[src/sv/ipfd_pkg.sv]
package ipfd_pkg;

    localparam logic [4:0] FRAME_RECORDS = 5'd18;
    localparam logic [4:0] COUNT_MAX     = 5'd31;
    localparam logic [4:0] PREAMBLE_POS  = 5'd1;

    localparam logic [1:0] KIND_TOGGLE = 2'd0;
    localparam logic [1:0] KIND_SPACE  = 2'd1;

    localparam logic [15:0] LONG_NOMINAL     = 16'd1500;
    localparam logic [15:0] SHORT_NOMINAL    = 16'd500;
    localparam logic [15:0] PREAMBLE_NOMINAL = 16'd6000;
    localparam logic [15:0] TOLERANCE        = 16'd100;

    localparam int unsigned APB_ADDR_W = 3;
    localparam int unsigned APB_DATA_W = 32;

    localparam logic REG_CODE_A = 1'b0;
    localparam logic REG_CODE_B = 1'b1;

    localparam logic [3:0] CODE_A_RESET = 4'd0;
    localparam logic [3:0] CODE_B_RESET = 4'd1;

    typedef struct packed {
        logic [1:0]  pulse_kind;
        logic [15:0] pulse_duration;
        logic        frame_end;
    } rec_t;

    typedef struct packed {
        logic [3:0] code_a;
        logic [3:0] code_b;
    } cfg_t;

    typedef struct packed {
        logic       frame_valid;
        logic [3:0] channel_code;
        logic [3:0] command_code;
    } res_t;

    function automatic logic strictly_inside(input logic [15:0] v, input logic [15:0] nominal);
        begin
            strictly_inside = (v > (nominal - TOLERANCE)) && (v < (nominal + TOLERANCE));
        end
    endfunction

endpackage

[src/sv/ipfd_if.sv]
interface ipfd_rec_if;
    logic        valid;
    logic        ready;
    logic [1:0]  pulse_kind;
    logic [15:0] pulse_duration;
    logic        frame_end;

    modport source (output valid, pulse_kind, pulse_duration, frame_end, input ready);
    modport sink (input valid, pulse_kind, pulse_duration, frame_end, output ready);
endinterface

interface ipfd_res_if;
    logic       valid;
    logic       ready;
    logic       frame_valid;
    logic [3:0] channel_code;
    logic [3:0] command_code;

    modport source (output valid, frame_valid, channel_code, command_code, input ready);
    modport sink (input valid, frame_valid, channel_code, command_code, output ready);
endinterface

[src/sv/ipfd_apb_regs.sv]
module ipfd_apb_regs
    import ipfd_pkg::*;
(
    input  logic                  clk,
    input  logic                  rst_n,
    input  logic                  psel,
    input  logic                  penable,
    input  logic                  pwrite,
    input  logic [APB_ADDR_W-1:0] paddr,
    input  logic [APB_DATA_W-1:0] pwdata,
    output logic [APB_DATA_W-1:0] prdata,
    output logic                  pready,
    output cfg_t                  cfg
);

    logic [3:0] code_a_reg;
    logic [3:0] code_b_reg;
    logic       wr_en;

    assign wr_en  = psel && penable && pwrite;
    assign pready = 1'b1;

    always_ff @(posedge clk or negedge rst_n)
    begin
        if (!rst_n)
        begin
            code_a_reg <= CODE_A_RESET;
            code_b_reg <= CODE_B_RESET;
        end
        else if (wr_en)
        begin
            if (paddr[2] == REG_CODE_A)
            begin
                code_a_reg <= pwdata[3:0];
            end
            else
            begin
                code_b_reg <= pwdata[3:0];
            end
        end
    end

    always_comb
    begin
        prdata = '0;
        if (paddr[2] == REG_CODE_A)
        begin
            prdata[3:0] = code_a_reg;
        end
        else
        begin
            prdata[3:0] = code_b_reg;
        end
    end

    assign cfg.code_a = code_a_reg;
    assign cfg.code_b = code_b_reg;

endmodule

[src/sv/ipfd_in_stage.sv]
module ipfd_in_stage
    import ipfd_pkg::*;
(
    input  logic clk,
    input  logic rst_n,
    input  logic in_valid,
    output logic in_ready,
    input  rec_t in_rec,
    output logic rec_valid,
    output rec_t rec,
    input  logic advance
);

    logic valid_reg;
    logic valid_next;
    rec_t rec_reg;
    logic load;

    assign in_ready = !valid_reg || advance;
    assign load     = in_valid && in_ready;

    always_comb
    begin
        valid_next = valid_reg;
        if (load)
        begin
            valid_next = 1'b1;
        end
        else if (advance)
        begin
            valid_next = 1'b0;
        end
    end

    always_ff @(posedge clk or negedge rst_n)
    begin
        if (!rst_n)
        begin
            valid_reg <= 1'b0;
        end
        else
        begin
            valid_reg <= valid_next;
        end
    end

    always_ff @(posedge clk)
    begin
        if (load)
        begin
            rec_reg <= in_rec;
        end
    end

    assign rec_valid = valid_reg;
    assign rec       = rec_reg;

endmodule

[src/sv/ipfd_frame_core.sv]
module ipfd_frame_core
    import ipfd_pkg::*;
(
    input  logic clk,
    input  logic rst_n,
    input  cfg_t cfg,
    input  logic rec_valid,
    input  rec_t rec,
    output logic advance,
    output logic out_valid,
    input  logic out_ready,
    output res_t out_res
);

    logic [4:0]  count_reg;
    logic [4:0]  count_next;
    logic        err_reg;
    logic        err_next;
    logic [15:0] hold_reg;
    logic [15:0] hold_next;
    logic [7:0]  shift_reg;
    logic [7:0]  shift_next;
    logic        out_valid_reg;
    logic        out_valid_next;
    res_t        res_reg;
    res_t        res_next;
    logic        bit_val;
    logic        chan_ok;
    logic        good;

    assign advance = rec_valid && (!rec.frame_end || !out_valid_reg || out_ready);

    // frame state update for one record
    always_comb
    begin
        err_next   = err_reg;
        hold_next  = hold_reg;
        shift_next = shift_reg;
        bit_val    = strictly_inside(hold_reg, LONG_NOMINAL) &&
                     (rec.pulse_duration > (SHORT_NOMINAL - TOLERANCE));
        if (count_reg >= FRAME_RECORDS)
        begin
            err_next = 1'b1;
        end
        else if (!count_reg[0])
        begin
            if (rec.pulse_kind != KIND_TOGGLE)
            begin
                err_next = 1'b1;
            end
            hold_next = rec.pulse_duration;
        end
        else
        begin
            if (rec.pulse_kind != KIND_SPACE)
            begin
                err_next = 1'b1;
            end
            if (count_reg == PREAMBLE_POS)
            begin
                if (!(strictly_inside(hold_reg, PREAMBLE_NOMINAL) &&
                      strictly_inside(rec.pulse_duration, SHORT_NOMINAL)))
                begin
                    err_next = 1'b1;
                end
            end
            else
            begin
                shift_next = {shift_reg[6:0], bit_val};
            end
        end
        count_next = (count_reg == COUNT_MAX) ? count_reg : count_reg + 5'd1;

        chan_ok = (shift_next[7:4] == cfg.code_a) || (shift_next[7:4] == cfg.code_b);
        good    = !err_next && (count_reg == (FRAME_RECORDS - 5'd1)) && chan_ok;

        res_next.frame_valid  = good;
        res_next.channel_code = good ? shift_next[7:4] : 4'd0;
        res_next.command_code = good ? shift_next[3:0] : 4'd0;

        out_valid_next = out_valid_reg;
        if (advance && rec.frame_end)
        begin
            out_valid_next = 1'b1;
        end
        else if (out_ready)
        begin
            out_valid_next = 1'b0;
        end
    end

    always_ff @(posedge clk or negedge rst_n)
    begin
        if (!rst_n)
        begin
            count_reg     <= '0;
            err_reg       <= 1'b0;
            hold_reg      <= '0;
            shift_reg     <= '0;
            out_valid_reg <= 1'b0;
        end
        else
        begin
            out_valid_reg <= out_valid_next;
            if (advance)
            begin
                if (rec.frame_end)
                begin
                    count_reg <= '0;
                    err_reg   <= 1'b0;
                    hold_reg  <= '0;
                    shift_reg <= '0;
                end
                else
                begin
                    count_reg <= count_next;
                    err_reg   <= err_next;
                    hold_reg  <= hold_next;
                    shift_reg <= shift_next;
                end
            end
        end
    end

    always_ff @(posedge clk)
    begin
        if (advance && rec.frame_end)
        begin
            res_reg <= res_next;
        end
    end

    assign out_valid = out_valid_reg;
    assign out_res   = res_reg;

endmodule

[src/sv/ir_pulse_frame_decoder_unit.sv]
// a frame's last record passes the input register, then its result is held in the result register
// throughput: one pulse record transaction per cycle; a record with an end mark
// waits in the input register only while an earlier result is stalled
// records without an end mark give no result
// reset (rst_n low, asynchronous): frame state and valid flags clear,
// channel_code_a to 0 and channel_code_b to 1
module ir_pulse_frame_decoder_unit
    import ipfd_pkg::*;
(
    input  logic                  clk,
    input  logic                  rst_n,
    ipfd_rec_if.sink              pulse_in,
    ipfd_res_if.source            frame_out,
    input  logic                  psel,
    input  logic                  penable,
    input  logic                  pwrite,
    input  logic [APB_ADDR_W-1:0] paddr,
    input  logic [APB_DATA_W-1:0] pwdata,
    output logic [APB_DATA_W-1:0] prdata,
    output logic                  pready
);

    cfg_t cfg;
    rec_t in_rec;
    rec_t rec;
    res_t out_res;
    logic rec_valid;
    logic advance;
    logic in_ready;
    logic out_valid;

    assign in_rec.pulse_kind     = pulse_in.pulse_kind;
    assign in_rec.pulse_duration = pulse_in.pulse_duration;
    assign in_rec.frame_end      = pulse_in.frame_end;
    assign pulse_in.ready        = in_ready;

    ipfd_apb_regs u_regs (
        .clk     (clk),
        .rst_n   (rst_n),
        .psel    (psel),
        .penable (penable),
        .pwrite  (pwrite),
        .paddr   (paddr),
        .pwdata  (pwdata),
        .prdata  (prdata),
        .pready  (pready),
        .cfg     (cfg)
    );

    ipfd_in_stage u_in (
        .clk       (clk),
        .rst_n     (rst_n),
        .in_valid  (pulse_in.valid),
        .in_ready  (in_ready),
        .in_rec    (in_rec),
        .rec_valid (rec_valid),
        .rec       (rec),
        .advance   (advance)
    );

    ipfd_frame_core u_core (
        .clk       (clk),
        .rst_n     (rst_n),
        .cfg       (cfg),
        .rec_valid (rec_valid),
        .rec       (rec),
        .advance   (advance),
        .out_valid (out_valid),
        .out_ready (frame_out.ready),
        .out_res   (out_res)
    );

    assign frame_out.valid        = out_valid;
    assign frame_out.frame_valid  = out_res.frame_valid;
    assign frame_out.channel_code = out_res.channel_code;
    assign frame_out.command_code = out_res.command_code;

endmodule

[src/flat_wrapper.sv]
// flat-port wrapper written by rule: the top's interface ports become plain ports
module ir_pulse_frame_decoder_unit_flat import ipfd_pkg::*;
  (clk, rst_n, psel, penable, pwrite, paddr, pwdata, prdata, pready, pulse_in_valid, pulse_in_pulse_kind, pulse_in_pulse_duration, pulse_in_frame_end, pulse_in_ready, frame_out_valid, frame_out_frame_valid, frame_out_channel_code, frame_out_command_code, frame_out_ready);
  ipfd_rec_if pulse_in_i ();
  ipfd_res_if frame_out_i ();
  input  logic clk;
  input  logic rst_n;
  input  logic psel;
  input  logic penable;
  input  logic pwrite;
  input  logic [APB_ADDR_W-1:0] paddr;
  input  logic [APB_DATA_W-1:0] pwdata;
  output logic [APB_DATA_W-1:0] prdata;
  output logic pready;
  input wire logic [$bits(pulse_in_i.valid)-1:0] pulse_in_valid;
  input wire logic [$bits(pulse_in_i.pulse_kind)-1:0] pulse_in_pulse_kind;
  input wire logic [$bits(pulse_in_i.pulse_duration)-1:0] pulse_in_pulse_duration;
  input wire logic [$bits(pulse_in_i.frame_end)-1:0] pulse_in_frame_end;
  output wire logic [$bits(pulse_in_i.ready)-1:0] pulse_in_ready;
  output wire logic [$bits(frame_out_i.valid)-1:0] frame_out_valid;
  output wire logic [$bits(frame_out_i.frame_valid)-1:0] frame_out_frame_valid;
  output wire logic [$bits(frame_out_i.channel_code)-1:0] frame_out_channel_code;
  output wire logic [$bits(frame_out_i.command_code)-1:0] frame_out_command_code;
  input wire logic [$bits(frame_out_i.ready)-1:0] frame_out_ready;
  assign pulse_in_i.valid = pulse_in_valid;
  assign pulse_in_i.pulse_kind = pulse_in_pulse_kind;
  assign pulse_in_i.pulse_duration = pulse_in_pulse_duration;
  assign pulse_in_i.frame_end = pulse_in_frame_end;
  assign pulse_in_ready = pulse_in_i.ready;
  assign frame_out_valid = frame_out_i.valid;
  assign frame_out_frame_valid = frame_out_i.frame_valid;
  assign frame_out_channel_code = frame_out_i.channel_code;
  assign frame_out_command_code = frame_out_i.command_code;
  assign frame_out_i.ready = frame_out_ready;
  ir_pulse_frame_decoder_unit u_core (.clk(clk), .rst_n(rst_n), .pulse_in(pulse_in_i), .frame_out(frame_out_i), .psel(psel), .penable(penable), .pwrite(pwrite), .paddr(paddr), .pwdata(pwdata), .prdata(prdata), .pready(pready));
endmodule
[config.mk]
export PLATFORM = sky130hd
export DESIGN_NAME = ir_pulse_frame_decoder_unit_flat
export DESIGN_NICKNAME = d
export VERILOG_FILES = /design/src/sv/ipfd_pkg.sv /design/src/sv/ipfd_if.sv /design/src/sv/ipfd_apb_regs.sv /design/src/sv/ipfd_in_stage.sv /design/src/sv/ipfd_frame_core.sv /design/src/sv/ir_pulse_frame_decoder_unit.sv /design/src/flat_wrapper.sv
export SDC_FILE = /design/constraint.sdc
export NUM_CORES = 1
export LEC_CHECK = 0
export BUFFER_PORTS_ARGS = -buffer_cell sky130_fd_sc_hd__buf_2
export CAP_MARGIN = 20
export CELL_PAD_IN_SITES_DETAIL_PLACEMENT = 2
export CELL_PAD_IN_SITES_GLOBAL_PLACEMENT = 2
export CORE_MARGIN = 8
export CORE_UTILIZATION = 32
export CTS_CLUSTER_DIAMETER = 200
export DETAILED_ROUTE_END_ITERATION = 16
export PLACE_DENSITY = 0.77
export SYNTH_ARGS = -nofsm -noshare
export SYNTH_HDL_FRONTEND = slang
export SYNTH_SLANG_ARGS = --single-unit
[constraint.sdc]
create_clock -name clk -period 2.8 [get_ports clk]
set_input_delay 0.28 -clock clk [delete_from_list [all_inputs] [get_ports clk]]
set_output_delay 0.28 -clock clk [all_outputs]
set_load 0.05 [all_outputs]
==> flow_metrics.tcl, run 1 <==
set metrics [dict create \
    skew_ns 0.00703 \
    first_pass_iters 4 \
    postLayoutCellArea_um2 3960 \
    die-area_um2 14300 \
    ir_worst_vdd_mv 0.400 \
    routed_wl_um 8790 \
    fin_nets 422 \
    fmaxAchievable_ghz 0.396 \
    grt_pass1_vias 2868 \
    crit_type "register to register" \
    gp_congestion 0.756 \
    cts_tree "built" \
    grt_pass1_wl_um 14900 \
    required_ns 2.97 \
    rsz0062_at_grt "false" \
    yosys.area.top_type "dfrtp_1" \
    yosysUniqueCellTypes 55 \
    slew_headroom_pct 36.4 \
    slew_violations 0 \
    fin_ws_ns 0.277 \
    cpLargestDelayFamily "compound AO/OA/AOI/OAI gates" \
    cts_hold_buf 0 \
    cp_slowest_stage_delay_ns 0.49 \
    ant_nets 0 \
    io_buffers 45 \
    tns_ns 0 \
    largest_register_ffs 19 \
    io_pins 105 \
    yosysTopAreaCellShare_pct 28.3 \
    worstPathCellList "buf_4, ha_1, or4b_4, and4_1, a311oi_1, a32oi_2, a21oi_1" \
    critical_path_peak_fanout 12 \
    yosysSeqAreaShare_pct 53.5 \
    drt_iter0_drc 68 \
    root_buffer "clkbuf_8" \
    die_x_um 120 \
    placed_cell_area_um2 3740 \
    diodes 0 \
    cp_slowest_cell "or4b_4" \
    dr_wl_met3_um 488 \
    async_reset_ff_share_pct 58.8 \
    pwr_density_cell_nw_per_um2 741 \
    hold_viol_final 0 \
    setup_viol 0 \
    drcViolationCount 0 \
    syn_avg_cell_area_um2 11.3 \
    wire_per_inst_um 17.5 \
    synth_area_um2 3440 \
    clock_path_buffers 2 \
    maxCapViolations 0 \
    syn_inst 305 \
    drive_gt1_share_pct 24.0 \
    fillers 1169 \
    crit_path_start_kind "register" \
    status "finished, final reports clean" \
    cts_buffers 9 \
    grt_max_degree 41 \
    synth.top_cells.by_area "dfrtp_1 28%, edfxtp_1 24%, buf_4 6.3%, a22o_1 4.1%, nand2_1 3.7%" \
    dr_wl_met2_um 4600 \
    clock_latency_ns 0.34 \
    fin_crit_ns 2.52 \
    cts_resized 0 \
    path_clk_slew_ns 0.07 \
    r2r_setup_slack_ns 0.28 \
    cts_setup_buffers 0 \
    m1WireLength_um 3630 \
    vias 2525 \
    period_share_pct 90.1 \
    viasPerCell 5.03 \
    arrival_ns 2.69 \
    synth_flop_cell "dfrtp_1" \
    hold_path.class "input port to async pin" \
    dp_hpwl_um 6630 \
    grt-ovfl-total 0 \
    place_ws_ns 0.312 \
    coreArea_um2 10700 \
    htreeDepth 3 \
    yosysWarnings 0 \
    leakage_nw 1.64 \
    num_rows 38 \
    endpoint_kind "register" \
    top_layer_used "met4" \
    path_buf_inv 1 \
    initial_core_util_pct 32.3 \
    areaGrowthSynthToFinish_pct 14.9 \
    worstMarginPinSlew_ns 0.954 \
    synth-seq-cells 68 \
    grt_usage_pct 12.8 \
    antenna_found_initial 0 \
    die_y_um 120 \
    cts_sinks 68 \
    synth_edf_count 28 \
]
final timing paths:
path | from | end | cells after the start
max in group asynchronous | rst_n | u_core.u_core.count_reg[1]$_DFFE_PN0P_ | 1
worst min-delay path | rst_n | u_core.u_core.count_reg[2]$_DFFE_PN0P_ | 1
worst max-delay path | u_core.u_core.count_reg[0]$_DFFE_PN0P_ | u_core.u_core.out_res[5]$_SDFFCE_PN0P_ | 7
worst min register to register | u_core.u_in.rec[15]$_DFFE_PP_ | u_core.u_core.hold_reg[14]$_DFFE_PN0P_ | 1
min in group clk | pulse_in_pulse_duration[4] | u_core.u_in.rec[5]$_DFFE_PP_ | 1
worst max register to register | u_core.u_core.count_reg[0]$_DFFE_PN0P_ | u_core.u_core.out_res[5]$_SDFFCE_PN0P_ | 7
per-layer routing:
metal / vias to the layer above / global-route usage (%)
met5: - / 0
met4: 0 / 3.28
met3: 6 / 4.23
met2: 65 / 23.1
met1: 1282 / 14.3
li1: 1172 / -
stage by stage:
step / hold slack, ns / std cells / total power [mW] / utilization (%)
floorplan: -0.0156 / 332 / 1.89 / -
global placement: 0.456 / 486 / 2.02 / 35.1
detailed placement: 0.459 / 486 / 2.07 / 35.1
CTS: 0.0845 / 502 / 2.98 / 37.1
global route: 0.0742 / 502 / 3.10 / 37.1
finish: 0.0843 / 502 / 2.93 / 37.1
power by group:
part	leakage, nW	internal, mW	switching, mW
clock network	0.101	0.497	0.382
logic	0.751	0.271	0.435
registers	0.787	1.17	0.178
synthesized netlist by cell type (2+ instances only):
master / count
a21boi_0: 6
a21oi_1: 10
a22o_1: 16
a311oi_1: 2
a31oi_1: 5
buf_2: 2
buf_4: 29
buf_6: 2
clkbuf_1: 8
conb_1: 2
dfrtp_1: 39
edfxtp_1: 28
ha_1: 4
inv_1: 12
mux2_2: 11
mux2i_1: 2
nand2_1: 34
nand2b_1: 4
nand3_1: 4
nand4_1: 5
nor2_1: 8
nor3_1: 2
nor4_1: 5
nor4bb_1: 2
o2111ai_1: 3
o211ai_1: 3
o21a_1: 2
o21ai_0: 12
o31ai_1: 2
o41ai_1: 4
or2_2: 2
xnor2_1: 12
logic make-up after synthesis:
kind of cell | count (synthesis) | share of synthesized area (%)
DFF | 68 | 53.5
xor gates and xnor gates | 12 | 3.05
buffers and inverters | 53 | 9.44
muxes | 13 | 4.18
other | 2 | 0.218
adders and majority gates | 4 | 1.45
AOI/OAI and AO/OA | 75 | 16.2
and+or+nand+nor | 78 | 11.9
area by class of cell:
| cell class | instances | area, um2 | share of cell area (%) |
|---|---|---|---|
| sequential | 68 | 1840 | 46.6 |
| multi-input combinational | 211 | 1380 | 34.8 |
| inverter | 12 | 45.0 | 1.14 |
| timing repair buffer | 55 | 300 | 7.59 |
| tap | 140 | 175 | 4.43 |
| clock inverter | 7 | 91.3 | 2.31 |
| clock buffer | 9 | 124 | 3.13 |
cells in the final DEF, fill, tap and decap left out, types with 3 or more instances in the layout:
cell type / synthesis / routed
nor2_1: 8 / 8
edfxtp_1: 28 / 28
buf_2: 2 / 45
nand2_1: 34 / 34
buf_4: 29 / 10
o21ai_0: 12 / 12
o41ai_1: 4 / 4
nand3_1: 4 / 4
a31oi_1: 5 / 5
dfrtp_1: 39 / 39
a21oi_1: 10 / 10
a21boi_0: 6 / 6
nand4_1: 5 / 5
conb_1: 2 / 29
o2111ai_1: 3 / 3
a22o_1: 16 / 16
ha_1: 4 / 4
nand2b_1: 4 / 4
xnor2_1: 12 / 12
clkbuf_8: 0 / 9
mux2_2: 11 / 11
o211ai_1: 3 / 3
inv_1: 12 / 12
nor4_1: 5 / 5
worst reg2reg max path, delay by kind of cell (launching register included):
kind,cells,cell delay (ns)
adder cells (fa/ha/maj),1,0.22
AND/OR/NAND/NOR,2,0.71
buffers and inverters,1,0.19
flip-flops,1,0.35
AO/OA/AOI/OAI,3,0.88
No activity file was read; power rests on OpenSTA's default activity.
==> run 2: changes to the inputs <==
==> constraint.sdc (replaced) <==
create_clock -name clk -period 2.7 [get_ports clk]
set_input_delay 0.27 -clock clk [delete_from_list [all_inputs] [get_ports clk]]
set_output_delay 0.27 -clock clk [all_outputs]
set_load 0.05 [all_outputs]
==> run 2 against run 1 <==
Global-route usage grew 0.074 points; total power fell by 1.1%; via count fell by 1.0%; largest cell class unchanged; clock-buffer cell count increased by 3; sequential cell count did not move; wire length down 0.38%; worst setup slack worse by 0.12 ns; cell count unchanged; utilization shrank 0.33 points; first-iteration DRC count increased by 2.9%; maximum frequency down 0.92%.
==> flow_metrics.tcl, run 2 (synthesis results as in run 1) <==
set metrics [dict create \
    status "finished, final reports clean" \
    grt_usage_pct 12.9 \
    hold_path.class "input port to async pin" \
    p_total_mw 2.90 \
    rr_startpoint "u_core.u_core.count_reg[1]$_DFFE_PN0P_" \
    routed_wl_um 8760 \
    maxCapViolations 0 \
    final_cell_mix "45 x buf_2, 39 x dfrtp_1, 34 x nand2_1" \
    crit_type "register to register" \
    ant_nets 0 \
    root_buffer "clkbuf_8" \
    num_rows 38 \
    placed_cell_area_um2 3740 \
    fin_crit_ns 2.55 \
    io_buffers 45 \
    met1_usage_pct 14.7 \
    worstSetupPathDepth 7 \
    postLayoutCellArea_um2 3920 \
    vias 2499 \
    grt_use_met2_pct 22.6 \
    slew_headroom_pct 38.7 \
    cts_hold_buf 0 \
    wire_per_inst_um 17.4 \
    leakage_nw 1.63 \
    cts_setup_buffers 0 \
    crit_path_start_kind "register" \
    die_y_um 120 \
    cts_sinks 68 \
    critical_path_peak_fanout 9 \
    slew_violations 0 \
    die-area_um2 14300 \
    io_pins 105 \
    grt-ovfl-total 0 \
    cp_slowest_cell "or4b_4" \
    period_share_pct 94.3 \
    fin_nets 422 \
    required_ns 2.87 \
    startpoint "u_core.u_core.count_reg[1]$_DFFE_PN0P_" \
    areaGrowthSynthToFinish_pct 13.8 \
    pwr_density_cell_nw_per_um2 740 \
    viasPerCell 4.98 \
    diodes 0 \
    initial_core_util_pct 32.3 \
    layout_commonest_cell "buf_2" \
    worstMarginPinSlew_ns 0.919 \
    die_x_um 120 \
    cts_tree "built" \
    grt_pass1_wl_um 14800 \
    worstPathCellList "inv_1, ha_1, or4b_4, and4_1, a311oi_1, a32oi_2, a21oi_1" \
    drive_gt1_share_pct 24.3 \
    dp_hpwl_um 6410 \
    ir_worst_vdd_mv 0.267 \
    cpLargestDelayFamily "compound AO/OA/AOI/OAI gates" \
    arrival_ns 2.71 \
    path_clk_slew_ns 0.07 \
    holdWs_ns 0.0645 \
    rsz0062_at_grt "false" \
    htreeDepth 3 \
    clock_path_buffers 2 \
    grt.met3_usage_pct 3.80 \
    largest_register_ffs 19 \
    hold_viol_final 0 \
    drt_iter0_drc 70 \
    grt-busiest-layer "met2" \
    antenna_found_initial 0 \
    skew_ns 0.00731 \
    grt_max_degree 41 \
    r2r_cells 7 \
    path_buf_inv 1 \
    gp_congestion 0.749 \
    cts_buffers 9 \
    drcViolationCount 0 \
    clock_latency_ns 0.34 \
    cts_resized 0 \
    cp_slowest_stage_delay_ns 0.51 \
    first_pass_iters 4 \
    tns_ns 0 \
    coreArea_um2 10700 \
    grt_pass1_vias 2806 \
    setup_viol 0 \
    endpoint_kind "register" \
    fmaxAchievable_ghz 0.393 \
]
run 2: cell types whose count changed in the layout (fill, tap and decap cells not counted):
cell and delta:
clkinv_4 -1, clkbuf_1 +1, bufinv_16 -2, clkbuf_8 +2, clkinv_1 -2, clkinv_2 +2
run 2: power by group:
part           internal (mW)  switching (mW)  leakage (nW)
Combinational          0.280           0.446         0.751
Sequential              1.21           0.182         0.787
Clock                  0.381           0.398        0.0884
Total                   1.88            1.03          1.63
run 2: worst paths after layout:
| path | slack (ns) | to |
|---|---|---|
| min in group clk | 0.09 | u_core.u_in.rec[5]$_DFFE_PP_ |
| worst min-delay path | 0.06 | u_core.u_core.shift_reg[0]$_DFFE_PN0P_ |
| worst max register to register | 0.15 | u_core.u_core.out_res[6]$_SDFFCE_PN0P_ |
| worst min register to register | 0.51 | u_core.u_core.hold_reg[0]$_DFFE_PN0P_ |
| max in group asynchronous | 2.06 | u_core.u_regs.code_a_reg[2]$_DFFE_PN0P_ |
| worst max-delay path | 0.15 | u_core.u_core.out_res[6]$_SDFFCE_PN0P_ |
run 2: worst register-to-register path, stage by stage (launching register included):
cell	delay, ns
dfrtp_1	0.47
inv_1	0.10
ha_1	0.21
or4b_4	0.51
and4_1	0.23
a311oi_1	0.32
a32oi_2	0.29
a21oi_1	0.26
run 2: layer usage:
layer | part of all wire [%] | routed length (um)
met1 | 42 | 3710
met3 | 4.6 | 404
met5 | 0 | 0
met2 | 52 | 4550
met4 | 0.99 | 87
run 2: stage by stage:
step | instances | util (%) | setup slack [ns]
global placement | 486 | 35.1 | 0.282
floorplan | 332 | - | 0.519
global route | 502 | 36.8 | 0.0211
CTS | 502 | 36.8 | 0.133
detailed placement | 486 | 35.1 | 0.145
finish | 502 | 36.8 | 0.154
run 2: layout make-up:
class                      instances  area [um2]
tap                              140         175
sequential                        68        1840
multi-input combinational        211        1380
inverter                          12        45.0
fill                            1153        6730
clock inverter                     4        25.0
clock buffer                      12         155
timing repair buffer              55         300
==> run 3: changes to the inputs <==
--- a/config.mk
+++ b/config.mk
@@ -10,10 +10,10 @@
 export CELL_PAD_IN_SITES_DETAIL_PLACEMENT = 2
 export CELL_PAD_IN_SITES_GLOBAL_PLACEMENT = 2
 export CORE_MARGIN = 8
-export CORE_UTILIZATION = 32
+export CORE_UTILIZATION = 35
 export CTS_CLUSTER_DIAMETER = 200
 export DETAILED_ROUTE_END_ITERATION = 16
-export PLACE_DENSITY = 0.77
+export PLACE_DENSITY = 0.84
 export SYNTH_ARGS = -nofsm -noshare
 export SYNTH_HDL_FRONTEND = slang
 export SYNTH_SLANG_ARGS = --single-unit
==> constraint.sdc (replaced) <==
create_clock -name clk -period 3.1 [get_ports clk]
set_input_delay 0.31 -clock clk [delete_from_list [all_inputs] [get_ports clk]]
set_output_delay 0.31 -clock clk [all_outputs]
set_load 0.05 [all_outputs]
==> run 3 against run 2 <==
Via count increased by 0.36%; global-route usage rose by 1.1 points; maximum frequency shrank 1.5%; clock skew grew 0.0069 ns; utilization rose by 3.5 points; largest cell class unchanged.
==> flow_metrics.tcl, run 3 (synthesis results as in run 1) <==
set metrics [dict create \
    htreeDepth 3 \
    grt_pass1_vias 2826 \
    clock_latency_ns 0.35 \
    period_share_pct 83.4 \
    fin_nets 417 \
    final_cell_mix "45 x buf_2, 39 x dfrtp_1, 34 x nand2_1" \
    grt_max_degree 41 \
    p_clk_share_pct 29.4 \
    clock_path_buffers 2 \
    switching_share_pct 34.6 \
    coreArea_um2 9680 \
    hold_path.class "input port to async pin" \
    layout_commonest_cell "buf_2" \
    place_ws_ns 0.567 \
    fin_ws_ns 0.515 \
    endpoint_kind "register" \
    ant_nets 0 \
    pwr_density_cell_nw_per_um2 672 \
    fin_crit_ns 2.59 \
    p_total_mw 2.63 \
    instances_no_fill 490 \
    holdWs_ns 0.104 \
    grt_pass1_wl_um 14500 \
    io_buffers 45 \
    routed_wl_um 8950 \
    fmaxAchievable_ghz 0.387 \
    dp_hpwl_um 6550 \
    worstMarginPinSlew_ns 0.939 \
    cts_resized 0 \
    die-area_um2 13300 \
    r2r_cells 8 \
    rsz0062_at_grt "false" \
    grt_usage_pct 14.0 \
    initial_core_util_pct 35.6 \
    slew_violations 0 \
    areaGrowthSynthToFinish_pct 13.4 \
    gp_congestion 0.759 \
    crit_type "register to register" \
    critical_path_peak_fanout 11 \
    status "finished, final reports clean" \
    grt-ovfl-total 0 \
    viasPerCell 5.12 \
    pwr-share-seq_pct 46.6 \
    drt_iter0_drc 42 \
    die_x_um 115 \
    fillers 1044 \
    power.switching_uw 908 \
    num_rows 36 \
    cts_tree "built" \
    combPwrFrac_pct 24.0 \
    drive_gt1_share_pct 23.2 \
    skew_ns 0.0142 \
    cts_setup_buffers 0 \
    first_pass_iters 4 \
    placed_cells 474 \
    hold_viol_final 0 \
    die_y_um 115 \
    p_int_mw 1.72 \
    diodes 0 \
    arrival_ns 2.66 \
    r2r_setup_slack_ns 0.51 \
    slew_headroom_pct 37.4 \
    r2r-end "u_core.u_core.out_res[5]$_SDFFCE_PN0P_" \
    rr_startpoint "u_core.u_core.count_reg[1]$_DFFE_PN0P_" \
    required_ns 3.17 \
    largest_register_ffs 19 \
    tns_ns 0 \
    setup_viol 0 \
    wire_per_inst_um 18.3 \
    vias 2508 \
    path_clk_slew_ns 0.08 \
    cts_buffers 9 \
    io_pins 105 \
    drcViolationCount 0 \
    antenna_found_initial 0 \
    leakage_nw 1.62 \
    maxCapViolations 0 \
    cts_hold_buf 0 \
    root_buffer "clkbuf_8" \
    cts_sinks 68 \
    crit_path_start_kind "register" \
    ir_worst_vdd_mv 0.301 \
]
run 3: cell types whose count changed in the layout (fill, tap and decap cells not counted), sizes merged:
cell,change
buf,-5
bufinv,+1
clkbuf,-1
clkinv,+1
clkinvlp,-1
run 3: area by class of cell:
class                           count  area (um2)  share of cell area, %
Timing Repair Buffer               50         263                   6.72
Clock buffer                       11         153                   3.91
Inverter                           12        45.0                   1.15
Tap cell                          133         166                   4.26
Clock inverter                      5        60.1                   1.54
Sequential cell                    68        1840                   47.2
Multi-Input combinational cell    211        1380                   35.3
run 3: how the worst max path moves through the flow:
stage                                           start                                     end  cells past startpoint
6_report       u_core.u_core.count_reg[1]$_DFFE_PN0P_  u_core.u_core.out_res[5]$_SDFFCE_PN0P_                      8
5_1_grt        u_core.u_core.count_reg[1]$_DFFE_PN0P_  u_core.u_core.out_res[4]$_SDFFCE_PN0P_                      7
4_1_cts        u_core.u_core.count_reg[1]$_DFFE_PN0P_  u_core.u_core.out_res[0]$_SDFFCE_PN0P_                      8
3_5_place_dp   u_core.u_core.count_reg[1]$_DFFE_PN0P_  u_core.u_core.out_res[5]$_SDFFCE_PN0P_                      8
3_3_place_gp   u_core.u_core.count_reg[1]$_DFFE_PN0P_  u_core.u_core.out_res[7]$_SDFFCE_PN0P_                      8
2_1_floorplan  u_core.u_core.count_reg[1]$_DFFE_PN0P_  u_core.u_core.out_res[0]$_SDFFCE_PN0P_                      8
run 3: power groups by stage:
stage	registers [mW]	clock network [mW]	logic (mW)
after floorplan	1.17	0	0.534
after global placement	1.22	0	0.592
after detailed placement	1.24	0	0.625
after CTS	1.22	0.800	0.637
after global routing	1.24	0.828	0.680
final	1.22	0.772	0.630
run 3: metrics by stage:
step / util [%] / cell area, um2
2_1_floorplan: - / 3550
3_3_place_gp: 38.2 / 3690
3_5_place_dp: 38.2 / 3690
4_1_cts: 40.3 / 3910
5_1_grt: 40.3 / 3910
6_report: 40.3 / 3910
run 3: routing by layer:
metal	wire length [um]	vias to the layer above	global-route usage [%]
met4	117	0	4.82
met1	3640	1288	15.2
met5	0	-	0
li1	-	1156	-
met3	417	10	3.94
met2	4780	54	25.4
run 3: worst max-delay path: stages, from the launching register on:
cell and delay (ns):
dfrtp_1 0.47, inv_1 0.10, ha_1 0.20, or4b_4 0.50
nand3_1 0.14, buf_4 0.21, a31oi_1 0.11, a32oi_2 0.47
a21oi_1 0.10
